`config.mk`:
```
export PLATFORM = sky130hd
export DESIGN_NAME = conditional_branch_unit
export DESIGN_NICKNAME = d
export VERILOG_FILES = /design/src/design/cbu_pkg.sv /design/src/design/cbu_decode.sv /design/src/design/cbu_resolve.sv /design/src/design/conditional_branch_unit.sv
export SDC_FILE = /design/constraint.sdc
export NUM_CORES = 1
export LEC_CHECK = 0
export BUFFER_PORTS_ARGS = -buffer_cell sky130_fd_sc_hd__buf_2
export CAP_MARGIN = 20
export CORE_AREA = 8 8 175 177
export CTS_CLUSTER_SIZE = 30
export DETAILED_ROUTE_END_ITERATION = 7
export DIE_AREA = 0 0 183 185
export PLACE_DENSITY = 0.81
export RECOVER_POWER = 100
export SYNTH_ARGS = -nofsm -noshare
export SYNTH_HDL_FRONTEND = slang
export SYNTH_SLANG_ARGS = --single-unit
export TNS_END_PERCENT = 100
```
`constraint.sdc`:
```
create_clock -name clock -period 10.9 [get_ports clock]
set_input_delay 0.545 -clock clock [delete_from_list [all_inputs] [get_ports clock]]
set_output_delay 0.545 -clock clock [all_outputs]
set_load 0.03 [all_outputs]
```
`src/design/cbu_pkg.sv`:
```
// Package for the conditional branch unit: operation codes, condition codes,
// cycle costs, the condition evaluation function and the stage structs.
// No dependencies.
package cbu_pkg;

   // Operation codes on req_op.
   localparam logic [1:0] OP_BRANCH = 2'd0;
   localparam logic [1:0] OP_DBCC   = 2'd1;
   localparam logic [1:0] OP_SCC    = 2'd2;

   // Condition codes (opcode bits 11..8).
   localparam logic [3:0] CC_T  = 4'd0;
   localparam logic [3:0] CC_F  = 4'd1;
   localparam logic [3:0] CC_HI = 4'd2;
   localparam logic [3:0] CC_LS = 4'd3;
   localparam logic [3:0] CC_CC = 4'd4;
   localparam logic [3:0] CC_CS = 4'd5;
   localparam logic [3:0] CC_NE = 4'd6;
   localparam logic [3:0] CC_EQ = 4'd7;
   localparam logic [3:0] CC_VC = 4'd8;
   localparam logic [3:0] CC_VS = 4'd9;
   localparam logic [3:0] CC_PL = 4'd10;
   localparam logic [3:0] CC_MI = 4'd11;
   localparam logic [3:0] CC_GE = 4'd12;
   localparam logic [3:0] CC_LT = 4'd13;
   localparam logic [3:0] CC_GT = 4'd14;

   // In the branch group, the F code encodes BSR.
   localparam logic [3:0] CC_BSR = CC_F;

   // Scc mode field value for a data register destination.
   localparam logic [2:0] MODE_DATA_REG = 3'd0;

   // Counter value at which DBcc expires.
   localparam logic [15:0] COUNT_EXPIRED = 16'hFFFF;

   // Scc byte values.
   localparam logic [7:0] BYTE_TRUE  = 8'hFF;
   localparam logic [7:0] BYTE_FALSE = 8'h00;

   // Cycle costs charged to the emulated CPU.
   localparam logic [4:0] COST_NONE          = 5'd0;
   localparam logic [4:0] COST_BSR           = 5'd18;
   localparam logic [4:0] COST_BCC_TAKEN     = 5'd10;
   localparam logic [4:0] COST_BCC_WORD_NT   = 5'd12;
   localparam logic [4:0] COST_BCC_BYTE_NT   = 5'd8;
   localparam logic [4:0] COST_DBCC_TRUE     = 5'd12;
   localparam logic [4:0] COST_DBCC_LOOP     = 5'd10;
   localparam logic [4:0] COST_DBCC_EXPIRED  = 5'd14;
   localparam logic [4:0] COST_SCC_REG_TRUE  = 5'd6;
   localparam logic [4:0] COST_SCC_REG_FALSE = 5'd4;
   localparam logic [4:0] COST_SCC_MEM       = 5'd8;

   // Evaluate one condition code against the flags N, Z, V, C.
   function automatic logic cond_eval(input logic [3:0] code, input logic [3:0] nzvc);
      logic n;
      logic z;
      logic v;
      logic c;
      logic r;
      n = nzvc[3];
      z = nzvc[2];
      v = nzvc[1];
      c = nzvc[0];
      case (code)
         CC_T:    r = 1'b1;
         CC_F:    r = 1'b0;
         CC_HI:   r = !c && !z;
         CC_LS:   r = c || z;
         CC_CC:   r = !c;
         CC_CS:   r = c;
         CC_NE:   r = !z;
         CC_EQ:   r = z;
         CC_VC:   r = !v;
         CC_VS:   r = v;
         CC_PL:   r = !n;
         CC_MI:   r = n;
         CC_GE:   r = (n == v);
         CC_LT:   r = (n != v);
         CC_GT:   r = (n == v) && !z;
         default: r = z || (n != v);
      endcase
      return r;
   endfunction

   // Decoded request, held after the first stage.
   typedef struct packed {
      logic [1:0]  op;
      logic        cond;
      logic        is_bsr;
      logic        is_word;
      logic        to_reg;
      logic [31:0] disp;
      logic [31:0] pc;
      logic [15:0] cnt_dec;
      logic        cnt_expired;
   } dec_type;

   // Request with its addresses computed, held after the second stage.
   typedef struct packed {
      logic [1:0]  op;
      logic        cond;
      logic        is_bsr;
      logic        is_word;
      logic        to_reg;
      logic [31:0] pc;
      logic [31:0] pc_plus2;
      logic [31:0] target;
      logic [15:0] cnt_dec;
      logic        cnt_expired;
   } addr_type;

   // Finished result, held in the output register.
   typedef struct packed {
      logic        condition_true;
      logic        branch_taken;
      logic [31:0] next_pc;
      logic        push_return;
      logic [31:0] return_address;
      logic        counter_write;
      logic [15:0] counter_value;
      logic [7:0]  set_byte;
      logic        byte_to_register;
      logic        odd_target_fault;
      logic [31:0] fault_frame_pc;
      logic [4:0]  cycle_cost;
   } rsp_type;

endpackage

```
`src/design/cbu_decode.sv`:
```
// First-stage decode of the conditional branch unit: condition evaluation,
// displacement sign extension and counter decrement. Uses cbu_pkg.
module cbu_decode (
   input  logic [1:0]       op,
   input  logic [15:0]      opcode_word,
   input  logic [15:0]      extension_word,
   input  logic [31:0]      pc_after_opcode,
   input  logic [3:0]       flags_nzvc,
   input  logic [15:0]      counter_low,
   output cbu_pkg::dec_type dec
);

   logic [3:0]  code;
   logic        is_word;
   logic [31:0] disp_word;
   logic [31:0] disp_byte;

   // Displacement forms: the extension word, or the low opcode byte.
   assign code      = opcode_word[11:8];
   assign is_word   = (opcode_word[7:0] == 8'h00);
   assign disp_word = {{16{extension_word[15]}}, extension_word};
   assign disp_byte = {{24{opcode_word[7]}}, opcode_word[7:0]};

   // DBcc always uses the word displacement; Bcc uses the byte one unless it is zero.
   always_comb begin
      dec.op          = op;
      dec.cond        = cbu_pkg::cond_eval(code, flags_nzvc);
      dec.is_bsr      = (code == cbu_pkg::CC_BSR);
      dec.is_word     = is_word;
      dec.to_reg      = (opcode_word[5:3] == cbu_pkg::MODE_DATA_REG);
      dec.disp        = (op == cbu_pkg::OP_BRANCH && !is_word) ? disp_byte : disp_word;
      dec.pc          = pc_after_opcode;
      dec.cnt_dec     = counter_low - 16'd1;
      dec.cnt_expired = (counter_low == 16'd0);
   end

endmodule

```
`src/design/cbu_resolve.sv`:
```
// Final stage of the conditional branch unit: picks next PC, fault, counter
// write, Scc byte and cycle cost from the computed addresses. Uses cbu_pkg.
module cbu_resolve (
   input  cbu_pkg::addr_type ad,
   output cbu_pkg::rsp_type  rsp
);

   logic [31:0] after;

   // Bcc resumes past the extension word only when it had one.
   assign after = ad.is_word ? ad.pc_plus2 : ad.pc;

   always_comb begin
      rsp = '0;
      rsp.next_pc = ad.pc;
      case (ad.op)
         cbu_pkg::OP_BRANCH: begin
            rsp.condition_true = ad.cond;
            if (ad.is_bsr) begin
               // BSR always pushes; an odd target faults instead of branching.
               rsp.push_return    = 1'b1;
               rsp.return_address = after;
               rsp.cycle_cost     = cbu_pkg::COST_BSR;
               rsp.next_pc        = ad.target;
               if (ad.target[0]) begin
                  rsp.odd_target_fault = 1'b1;
                  rsp.fault_frame_pc   = ad.target;
               end else begin
                  rsp.branch_taken = 1'b1;
               end
            end else if (ad.cond) begin
               rsp.branch_taken = 1'b1;
               rsp.next_pc      = ad.target;
               rsp.cycle_cost   = cbu_pkg::COST_BCC_TAKEN;
            end else begin
               rsp.next_pc    = after;
               rsp.cycle_cost = ad.is_word ? cbu_pkg::COST_BCC_WORD_NT
                                           : cbu_pkg::COST_BCC_BYTE_NT;
            end
         end
         cbu_pkg::OP_DBCC: begin
            rsp.condition_true = ad.cond;
            rsp.next_pc        = ad.pc_plus2;
            if (ad.cond) begin
               rsp.cycle_cost = cbu_pkg::COST_DBCC_TRUE;
            end else if (!ad.cnt_expired) begin
               // Loop branch; an odd target faults and keeps the counter.
               rsp.cycle_cost = cbu_pkg::COST_DBCC_LOOP;
               rsp.next_pc    = ad.target;
               if (ad.target[0]) begin
                  rsp.odd_target_fault = 1'b1;
                  rsp.fault_frame_pc   = ad.pc_plus2;
               end else begin
                  rsp.branch_taken  = 1'b1;
                  rsp.counter_write = 1'b1;
                  rsp.counter_value = ad.cnt_dec;
               end
            end else begin
               rsp.counter_write = 1'b1;
               rsp.counter_value = ad.cnt_dec;
               rsp.cycle_cost    = cbu_pkg::COST_DBCC_EXPIRED;
            end
         end
         cbu_pkg::OP_SCC: begin
            rsp.condition_true   = ad.cond;
            rsp.set_byte         = ad.cond ? cbu_pkg::BYTE_TRUE : cbu_pkg::BYTE_FALSE;
            rsp.byte_to_register = ad.to_reg;
            if (ad.to_reg) begin
               rsp.cycle_cost = ad.cond ? cbu_pkg::COST_SCC_REG_TRUE
                                        : cbu_pkg::COST_SCC_REG_FALSE;
            end else begin
               rsp.cycle_cost = cbu_pkg::COST_SCC_MEM;
            end
         end
         default: begin
            rsp.next_pc    = ad.pc;
            rsp.cycle_cost = cbu_pkg::COST_NONE;
         end
      endcase
   end

endmodule

```
`src/design/conditional_branch_unit.sv`:
```
// Conditional branch unit: evaluates the condition codes and executes one
// Bcc/BRA/BSR, DBcc or Scc request per cycle while req_stall is low. It is a
// three-stage pipeline (decode, address add, result select into the output
// register); a request passes through dec_ff, addr_ff and rsp_ff in turn. Each
// stage holds its request while the stage after it is full and stalled;
// req_stall rises only when all three stages are full and rsp_stall is high.
// The unit keeps no state between requests.
// Depends on cbu_pkg, cbu_decode and cbu_resolve.
module conditional_branch_unit (
   input  logic        clock,
   input  logic        reset,
   // Request channel.
   input  logic        req_valid,
   output logic        req_stall,
   input  logic [1:0]  req_op,
   input  logic [15:0] req_opcode_word,
   input  logic [15:0] req_extension_word,
   input  logic [31:0] req_pc_after_opcode,
   input  logic [3:0]  req_flags_nzvc,
   input  logic [15:0] req_counter_low,
   // Response channel.
   output logic        rsp_valid,
   input  logic        rsp_stall,
   output logic        rsp_condition_true,
   output logic        rsp_branch_taken,
   output logic [31:0] rsp_next_pc,
   output logic        rsp_push_return,
   output logic [31:0] rsp_return_address,
   output logic        rsp_counter_write,
   output logic [15:0] rsp_counter_value,
   output logic [7:0]  rsp_set_byte,
   output logic        rsp_byte_to_register,
   output logic        rsp_odd_target_fault,
   output logic [31:0] rsp_fault_frame_pc,
   output logic [4:0]  rsp_cycle_cost
);

   cbu_pkg::dec_type  dec_in;
   cbu_pkg::dec_type  dec_ff;
   cbu_pkg::addr_type addr_in;
   cbu_pkg::addr_type addr_ff;
   cbu_pkg::rsp_type  rsp_in;
   cbu_pkg::rsp_type  rsp_ff;

   logic dec_valid_ff;
   logic addr_valid_ff;
   logic rsp_valid_ff;

   logic rsp_ready;
   logic addr_ready;
   logic dec_ready;

   // A stage may load when it is empty or its content moves on this cycle.
   assign rsp_ready  = !rsp_valid_ff || !rsp_stall;
   assign addr_ready = !addr_valid_ff || rsp_ready;
   assign dec_ready  = !dec_valid_ff || addr_ready;
   assign req_stall  = !dec_ready;

   // Stage one: decode.
   cbu_decode u_decode (
      .op              (req_op),
      .opcode_word     (req_opcode_word),
      .extension_word  (req_extension_word),
      .pc_after_opcode (req_pc_after_opcode),
      .flags_nzvc      (req_flags_nzvc),
      .counter_low     (req_counter_low),
      .dec             (dec_in)
   );

   // Stage two: target and fall-through address adds.
   always_comb begin
      addr_in.op          = dec_ff.op;
      addr_in.cond        = dec_ff.cond;
      addr_in.is_bsr      = dec_ff.is_bsr;
      addr_in.is_word     = dec_ff.is_word;
      addr_in.to_reg      = dec_ff.to_reg;
      addr_in.pc          = dec_ff.pc;
      addr_in.pc_plus2    = dec_ff.pc + 32'd2;
      addr_in.target      = dec_ff.pc + dec_ff.disp;
      addr_in.cnt_dec     = dec_ff.cnt_dec;
      addr_in.cnt_expired = dec_ff.cnt_expired;
   end

   // Stage three: result selection.
   cbu_resolve u_resolve (
      .ad  (addr_ff),
      .rsp (rsp_in)
   );

   // Valid bits travel with the data.
   always_ff @(posedge clock) begin
      if (reset) begin
         dec_valid_ff  <= 1'b0;
         addr_valid_ff <= 1'b0;
         rsp_valid_ff  <= 1'b0;
      end else begin
         if (dec_ready) begin
            dec_valid_ff <= req_valid;
         end
         if (addr_ready) begin
            addr_valid_ff <= dec_valid_ff;
         end
         if (rsp_ready) begin
            rsp_valid_ff <= addr_valid_ff;
         end
      end
   end

   // Payload registers load with their stage.
   always_ff @(posedge clock) begin
      if (dec_ready) begin
         dec_ff <= dec_in;
      end
      if (addr_ready) begin
         addr_ff <= addr_in;
      end
      if (rsp_ready) begin
         rsp_ff <= rsp_in;
      end
   end

   // Output ports.
   assign rsp_valid            = rsp_valid_ff;
   assign rsp_condition_true   = rsp_ff.condition_true;
   assign rsp_branch_taken     = rsp_ff.branch_taken;
   assign rsp_next_pc          = rsp_ff.next_pc;
   assign rsp_push_return      = rsp_ff.push_return;
   assign rsp_return_address   = rsp_ff.return_address;
   assign rsp_counter_write    = rsp_ff.counter_write;
   assign rsp_counter_value    = rsp_ff.counter_value;
   assign rsp_set_byte         = rsp_ff.set_byte;
   assign rsp_byte_to_register = rsp_ff.byte_to_register;
   assign rsp_odd_target_fault = rsp_ff.odd_target_fault;
   assign rsp_fault_frame_pc   = rsp_ff.fault_frame_pc;
   assign rsp_cycle_cost       = rsp_ff.cycle_cost;

endmodule
```
==> flow_summary.html <==
<table>
<tr><th>Metric</th><th>Value</th></tr>
<tr><th colspan="2">Run status</th></tr>
<tr><td>Outcome</td><td>complete, but fails checks</td></tr>
<tr><td>Violated checks</td><td>max-capacitance violations, max-slew violations</td></tr>
<tr><th colspan="2">Clocking</th></tr>
<tr><td>Root cell of the clock tree</td><td>clkbuf_16</td></tr>
<tr><td>Skew-Pair Late Insertion Delay</td><td>0.50 ns</td></tr>
<tr><td>Post-cts resize count</td><td>0</td></tr>
<tr><td>Maximum root-to-sink buffer count</td><td>3</td></tr>
<tr><td>Total number of H-tree levels</td><td>2</td></tr>
<tr><td>Post-CTS setup buffer count</td><td>0</td></tr>
<tr><td>Post-CTS Hold Fix Bufs</td><td>0</td></tr>
<tr><td>Number of clock sinks</td><td>315</td></tr>
<tr><td>CTS tree</td><td>built</td></tr>
<tr><td>CTS Buf Count</td><td>34</td></tr>
<tr><td>Reg clk slew, reported paths</td><td>roughly 0.060 ns</td></tr>
<tr><th colspan="2">Finish</th></tr>
<tr><td>Total inserted antenna cells</td><td>0</td></tr>
<tr><td>Most frequent cells in the layout</td><td>312 x edfxtp_1, 154 x clkbuf_1, 79 x nor2_1</td></tr>
<tr><td>Final #Nets</td><td>1,347</td></tr>
<tr><td>Leading cell type in the layout, fill and taps excluded</td><td>edfxtp_1</td></tr>
<tr><td>Layout-stage area growth over the synthesis result</td><td>16.5%</td></tr>
<tr><td>Share of post-route cells with drive strength above 1</td><td>0.112</td></tr>
<tr><td>Fin area</td><td>16,300 sq um</td></tr>
<tr><th colspan="2">Synthesis</th></tr>
<tr><td>Combined area of all synthesized cells</td><td>around 14,000 sq um</td></tr>
<tr><td>Number of enable-type register cells in the synthesized netlist</td><td>around 310</td></tr>
<tr><td>Post-synthesis sequential area ratio</td><td>0.676</td></tr>
<tr><td>Synth Warn #</td><td>0</td></tr>
<tr><td>Primary flip-flop cell chosen by synthesis mapping</td><td>edfxtp_1</td></tr>
<tr><td>Mapped Avg Cell Area</td><td>between 10 and 15 sq um</td></tr>
<tr><td>Post-Syn Instances</td><td>slightly above 1,000</td></tr>
<tr><td>Count of unique library cells instantiated by Yosys</td><td>68</td></tr>
<tr><td>Yosys reg bits</td><td>between 300 and 400</td></tr>
<tr><td>Async set-or-reset flop fraction in the synthesized netlist</td><td>0</td></tr>
<tr><td>Syn_nets</td><td>roughly 1,100</td></tr>
<tr><th colspan="2">Drt</th></tr>
<tr><td>Via-per-instance ratio</td><td>roughly 5.6</td></tr>
<tr><td>Detail Route Antenna Nets</td><td>0</td></tr>
<tr><td>DRT Pass-1 Iters</td><td>7</td></tr>
<tr><td>Violation count after the first detailed-route iteration</td><td>~750</td></tr>
<tr><td>Total Wirelength</td><td>between 30,000 and 40,000 microns</td></tr>
<tr><td>DR vias</td><td>~9,000</td></tr>
<tr><td>DRC violations left</td><td>0</td></tr>
<tr><td>Routed len/inst</td><td>19.7 microns</td></tr>
<tr><th colspan="2">Timing</th></tr>
<tr><td>Final max-slew violation count</td><td>approximately 420</td></tr>
<tr><td>Clk_skew</td><td>approximately 0.012 ns</td></tr>
<tr><td>RSZ-0062 raised after global routing</td><td>no</td></tr>
<tr><td>Worst-Margin Slew</td><td>3.58 ns</td></tr>
<tr><td>Final worst path period share</td><td>0.467</td></tr>
<tr><td>Fmax</td><td>~200 MHz</td></tr>
<tr><td>Setup-failing EPs final</td><td>0</td></tr>
<tr><td>Tmin final</td><td>just over 5 ns</td></tr>
<tr><td>Worst slew slack as a fraction of its limit</td><td>-1.39</td></tr>
<tr><td>Number of hold violations in the final report</td><td>0</td></tr>
<tr><td>Fin Setup TNS</td><td>0 ns</td></tr>
<tr><th colspan="2">Placement</th></tr>
<tr><td>Half-perimeter wire length of the detailed placement result</td><td>22,600 microns</td></tr>
<tr><td>Placer Congestion</td><td>roughly 0.86</td></tr>
<tr><td>Cell Area, Placed</td><td>roughly 15,000 sq um</td></tr>
<tr><td>Total of buffers placed on input and output ports</td><td>between 200 and 250</td></tr>
<tr><th colspan="2">Critical path</th></tr>
<tr><td>Maximum net fanout on the critical path</td><td>63</td></tr>
<tr><td>Critical path start-end classification</td><td>flop to flop</td></tr>
<tr><td>Reg2Reg Setup Slack</td><td>about 5.8 ns</td></tr>
<tr><td>Critical path cell sequence</td><td>nand2_1 -&gt; clkbuf_1</td></tr>
<tr><td>Count of buffering cells on the critical path with inverters included</td><td>1</td></tr>
<tr><td>Worst Path Arrival</td><td>5.12 ns</td></tr>
<tr><td>Cell type of the slowest stage on the worst timing path</td><td>clkbuf_1</td></tr>
<tr><td>Data required time of the worst path</td><td>around 11 ns</td></tr>
<tr><td>Delay of the slowest cell on the worst path</td><td>around 2.5 ns</td></tr>
<tr><td>Worst Setup Start Kind</td><td>flop</td></tr>
<tr><td>Reg-to-reg startpoint</td><td>rsp_valid</td></tr>
<tr><td>Cell family contributing the most delay on the critical path</td><td>buffers and inverters</td></tr>
<tr><td>Number of cells on the worst reg-to-reg path</td><td>2</td></tr>
<tr><td>Reg-to-reg endpoint</td><td>rsp_next_pc[17]</td></tr>
<tr><td>Critical path capture point type</td><td>flop</td></tr>
<tr><th colspan="2">Global route</th></tr>
<tr><td>Pin count of the biggest net entering global routing</td><td>73</td></tr>
<tr><td>Number of global-route vias before repair</td><td>between 9,000 and 10,000</td></tr>
<tr><td>Global route overflow</td><td>0</td></tr>
<tr><td>Antenna violations before repair</td><td>0</td></tr>
<tr><td>Global-route usage over all layers</td><td>0.185</td></tr>
<tr><td>Global-route wire length before repair</td><td>roughly 49,000 microns</td></tr>
<tr><th colspan="2">Flow run</th></tr>
<tr><td># Max-Cap Violations</td><td>8</td></tr>
<tr><th colspan="2">Power</th></tr>
<tr><td>Power Dens Cells</td><td>187 nW/um^2</td></tr>
<tr><td>Reported leakage power</td><td>~6.4 nW</td></tr>
<tr><td>Overall power</td><td>between 0.003 and 0.004 W</td></tr>
<tr><td>Maximum vdd drop</td><td>about 0.000084 V</td></tr>
<tr><th colspan="2">Hold path</th></tr>
<tr><td>HP Class</td><td>primary input to flop</td></tr>
<tr><td>Worst Min Path Start</td><td>req_pc_after_opcode[9]</td></tr>
<tr><td>Worst hold path endpoint</td><td>addr_in[90]</td></tr>
<tr><td>Instance count along the most critical hold path</td><td>1</td></tr>
<tr><th colspan="2">Die</th></tr>
<tr><td>Initial standard-cell utilization of the core</td><td>0.497</td></tr>
<tr><td>Chip height</td><td>~190 microns</td></tr>
<tr><td>Die Wd</td><td>183 microns</td></tr>
<tr><td>Ports placed on the boundary</td><td>about 220</td></tr>
<tr><td>Core Box Area</td><td>between 20,000 and 30,000 sq um</td></tr>
<tr><td>Die footprint</td><td>about 34,000 sq um</td></tr>
<tr><td>Number of placement rows</td><td>slightly above 60</td></tr>
</table>
per-layer routing:
metal	global-route usage	vias to the layer above	share of wire
met1	0.235	4317	0.42
met2	0.316	418	0.48
met5	0	-	0
met3	0.0367	58	0.075
met4	0.0576	0	0.023
li1	-	4250	-
per-stage QoR:
stage / hold WS (ns) / worst slack (ns) / util / std cells
2_1_floorplan: 0.400 / 7.22 / - / 1011
3_3_place_gp: 0.400 / 7.69 / 0.548 / 1570
3_5_place_dp: 0.405 / 7.66 / 0.548 / 1570
4_1_cts: 0.201 / 7.59 / 0.589 / 1628
5_1_grt: 0.196 / 5.36 / 0.579 / 1628
6_report: 0.218 / 5.80 / 0.579 / 1628
power by group:
part	total, W	internal (W)	switching [W]	leakage, nW
combinational	0.000367	0.000121	0.000245	2.35
clock	0.00116	0.000713	0.000445	0.551
sequential	0.00152	0.00146	0.0000641	3.48
logic make-up (layout without fill, tap and decap cells):
logic type	count (synthesis)	after routing	share of synthesized area
XOR/XNOR	71	71	0.0446
AO/OA/AOI/OAI	193	193	0.106
multiplexers	34	34	0.0247
AND/OR/NAND/NOR	259	259	0.0873
buffers and inverters	103	336	0.0299
adder cells (fa/ha/maj)	35	35	0.0319
other	1	1	0.000269
flip-flops	315	315	0.676
worst max-delay path by stage:
stage,cells after the start,end,startpoint
finish,2,rsp_next_pc[17],rsp_valid
global route,2,rsp_fault_frame_pc[14],rsp_valid
CTS,7,addr_ff[44],dec_ff[79]
detailed placement,7,addr_ff[44],dec_ff[79]
global placement,7,addr_ff[44],dec_ff[79]
floorplan,1,rsp_branch_taken,rsp_valid
area by class of cell:
class,instances,area (sq um)
sequential,315,9430
clock buffer,44,952
fill,2281,11800
tap,384,480
clock inverter,14,181
inverter,52,196
timing repair buffer,226,957
multi-input combinational,593,4070
sequential cells by signal, indices dropped and copies added, names as in the netlist, 4 cells and up:
register,cells
addr_ff,118
addr_in,55
rsp_fault_frame_pc,32
rsp_next_pc,32
rsp_return_address,32
dec_ff,16
rsp_counter_value,16
rsp_cycle_cost,4
Yosys cell counts (4+ instances only):
cell type / count / area, sq um
ha_1: 34 / 425
buf_4: 8 / 60.1
o21ai_1: 4 / 20.0
or3_1: 4 / 25.0
o21bai_1: 6 / 45.0
clkbuf_1: 41 / 154
a211oi_1: 4 / 30.0
xnor2_1: 44 / 385
a31oi_1: 4 / 25.0
and3_1: 6 / 37.5
edfxtp_1: 312 / 9370
mux2i_1: 31 / 310
nor2b_1: 5 / 31.3
nand2_1: 73 / 274
inv_1: 52 / 195
nand4_1: 15 / 93.8
a222oi_1: 31 / 310
nand3_1: 14 / 70.1
nor3_1: 18 / 90.1
nor4_1: 4 / 25.0
and2_1: 23 / 144
o21a_1: 8 / 60.1
nor2_1: 80 / 300
o21ai_0: 16 / 80.1
xor2_1: 27 / 236
a21oi_1: 42 / 210
a21o_1: 16 / 120
a22o_1: 31 / 272
Power figures use the tool's default switching activity.
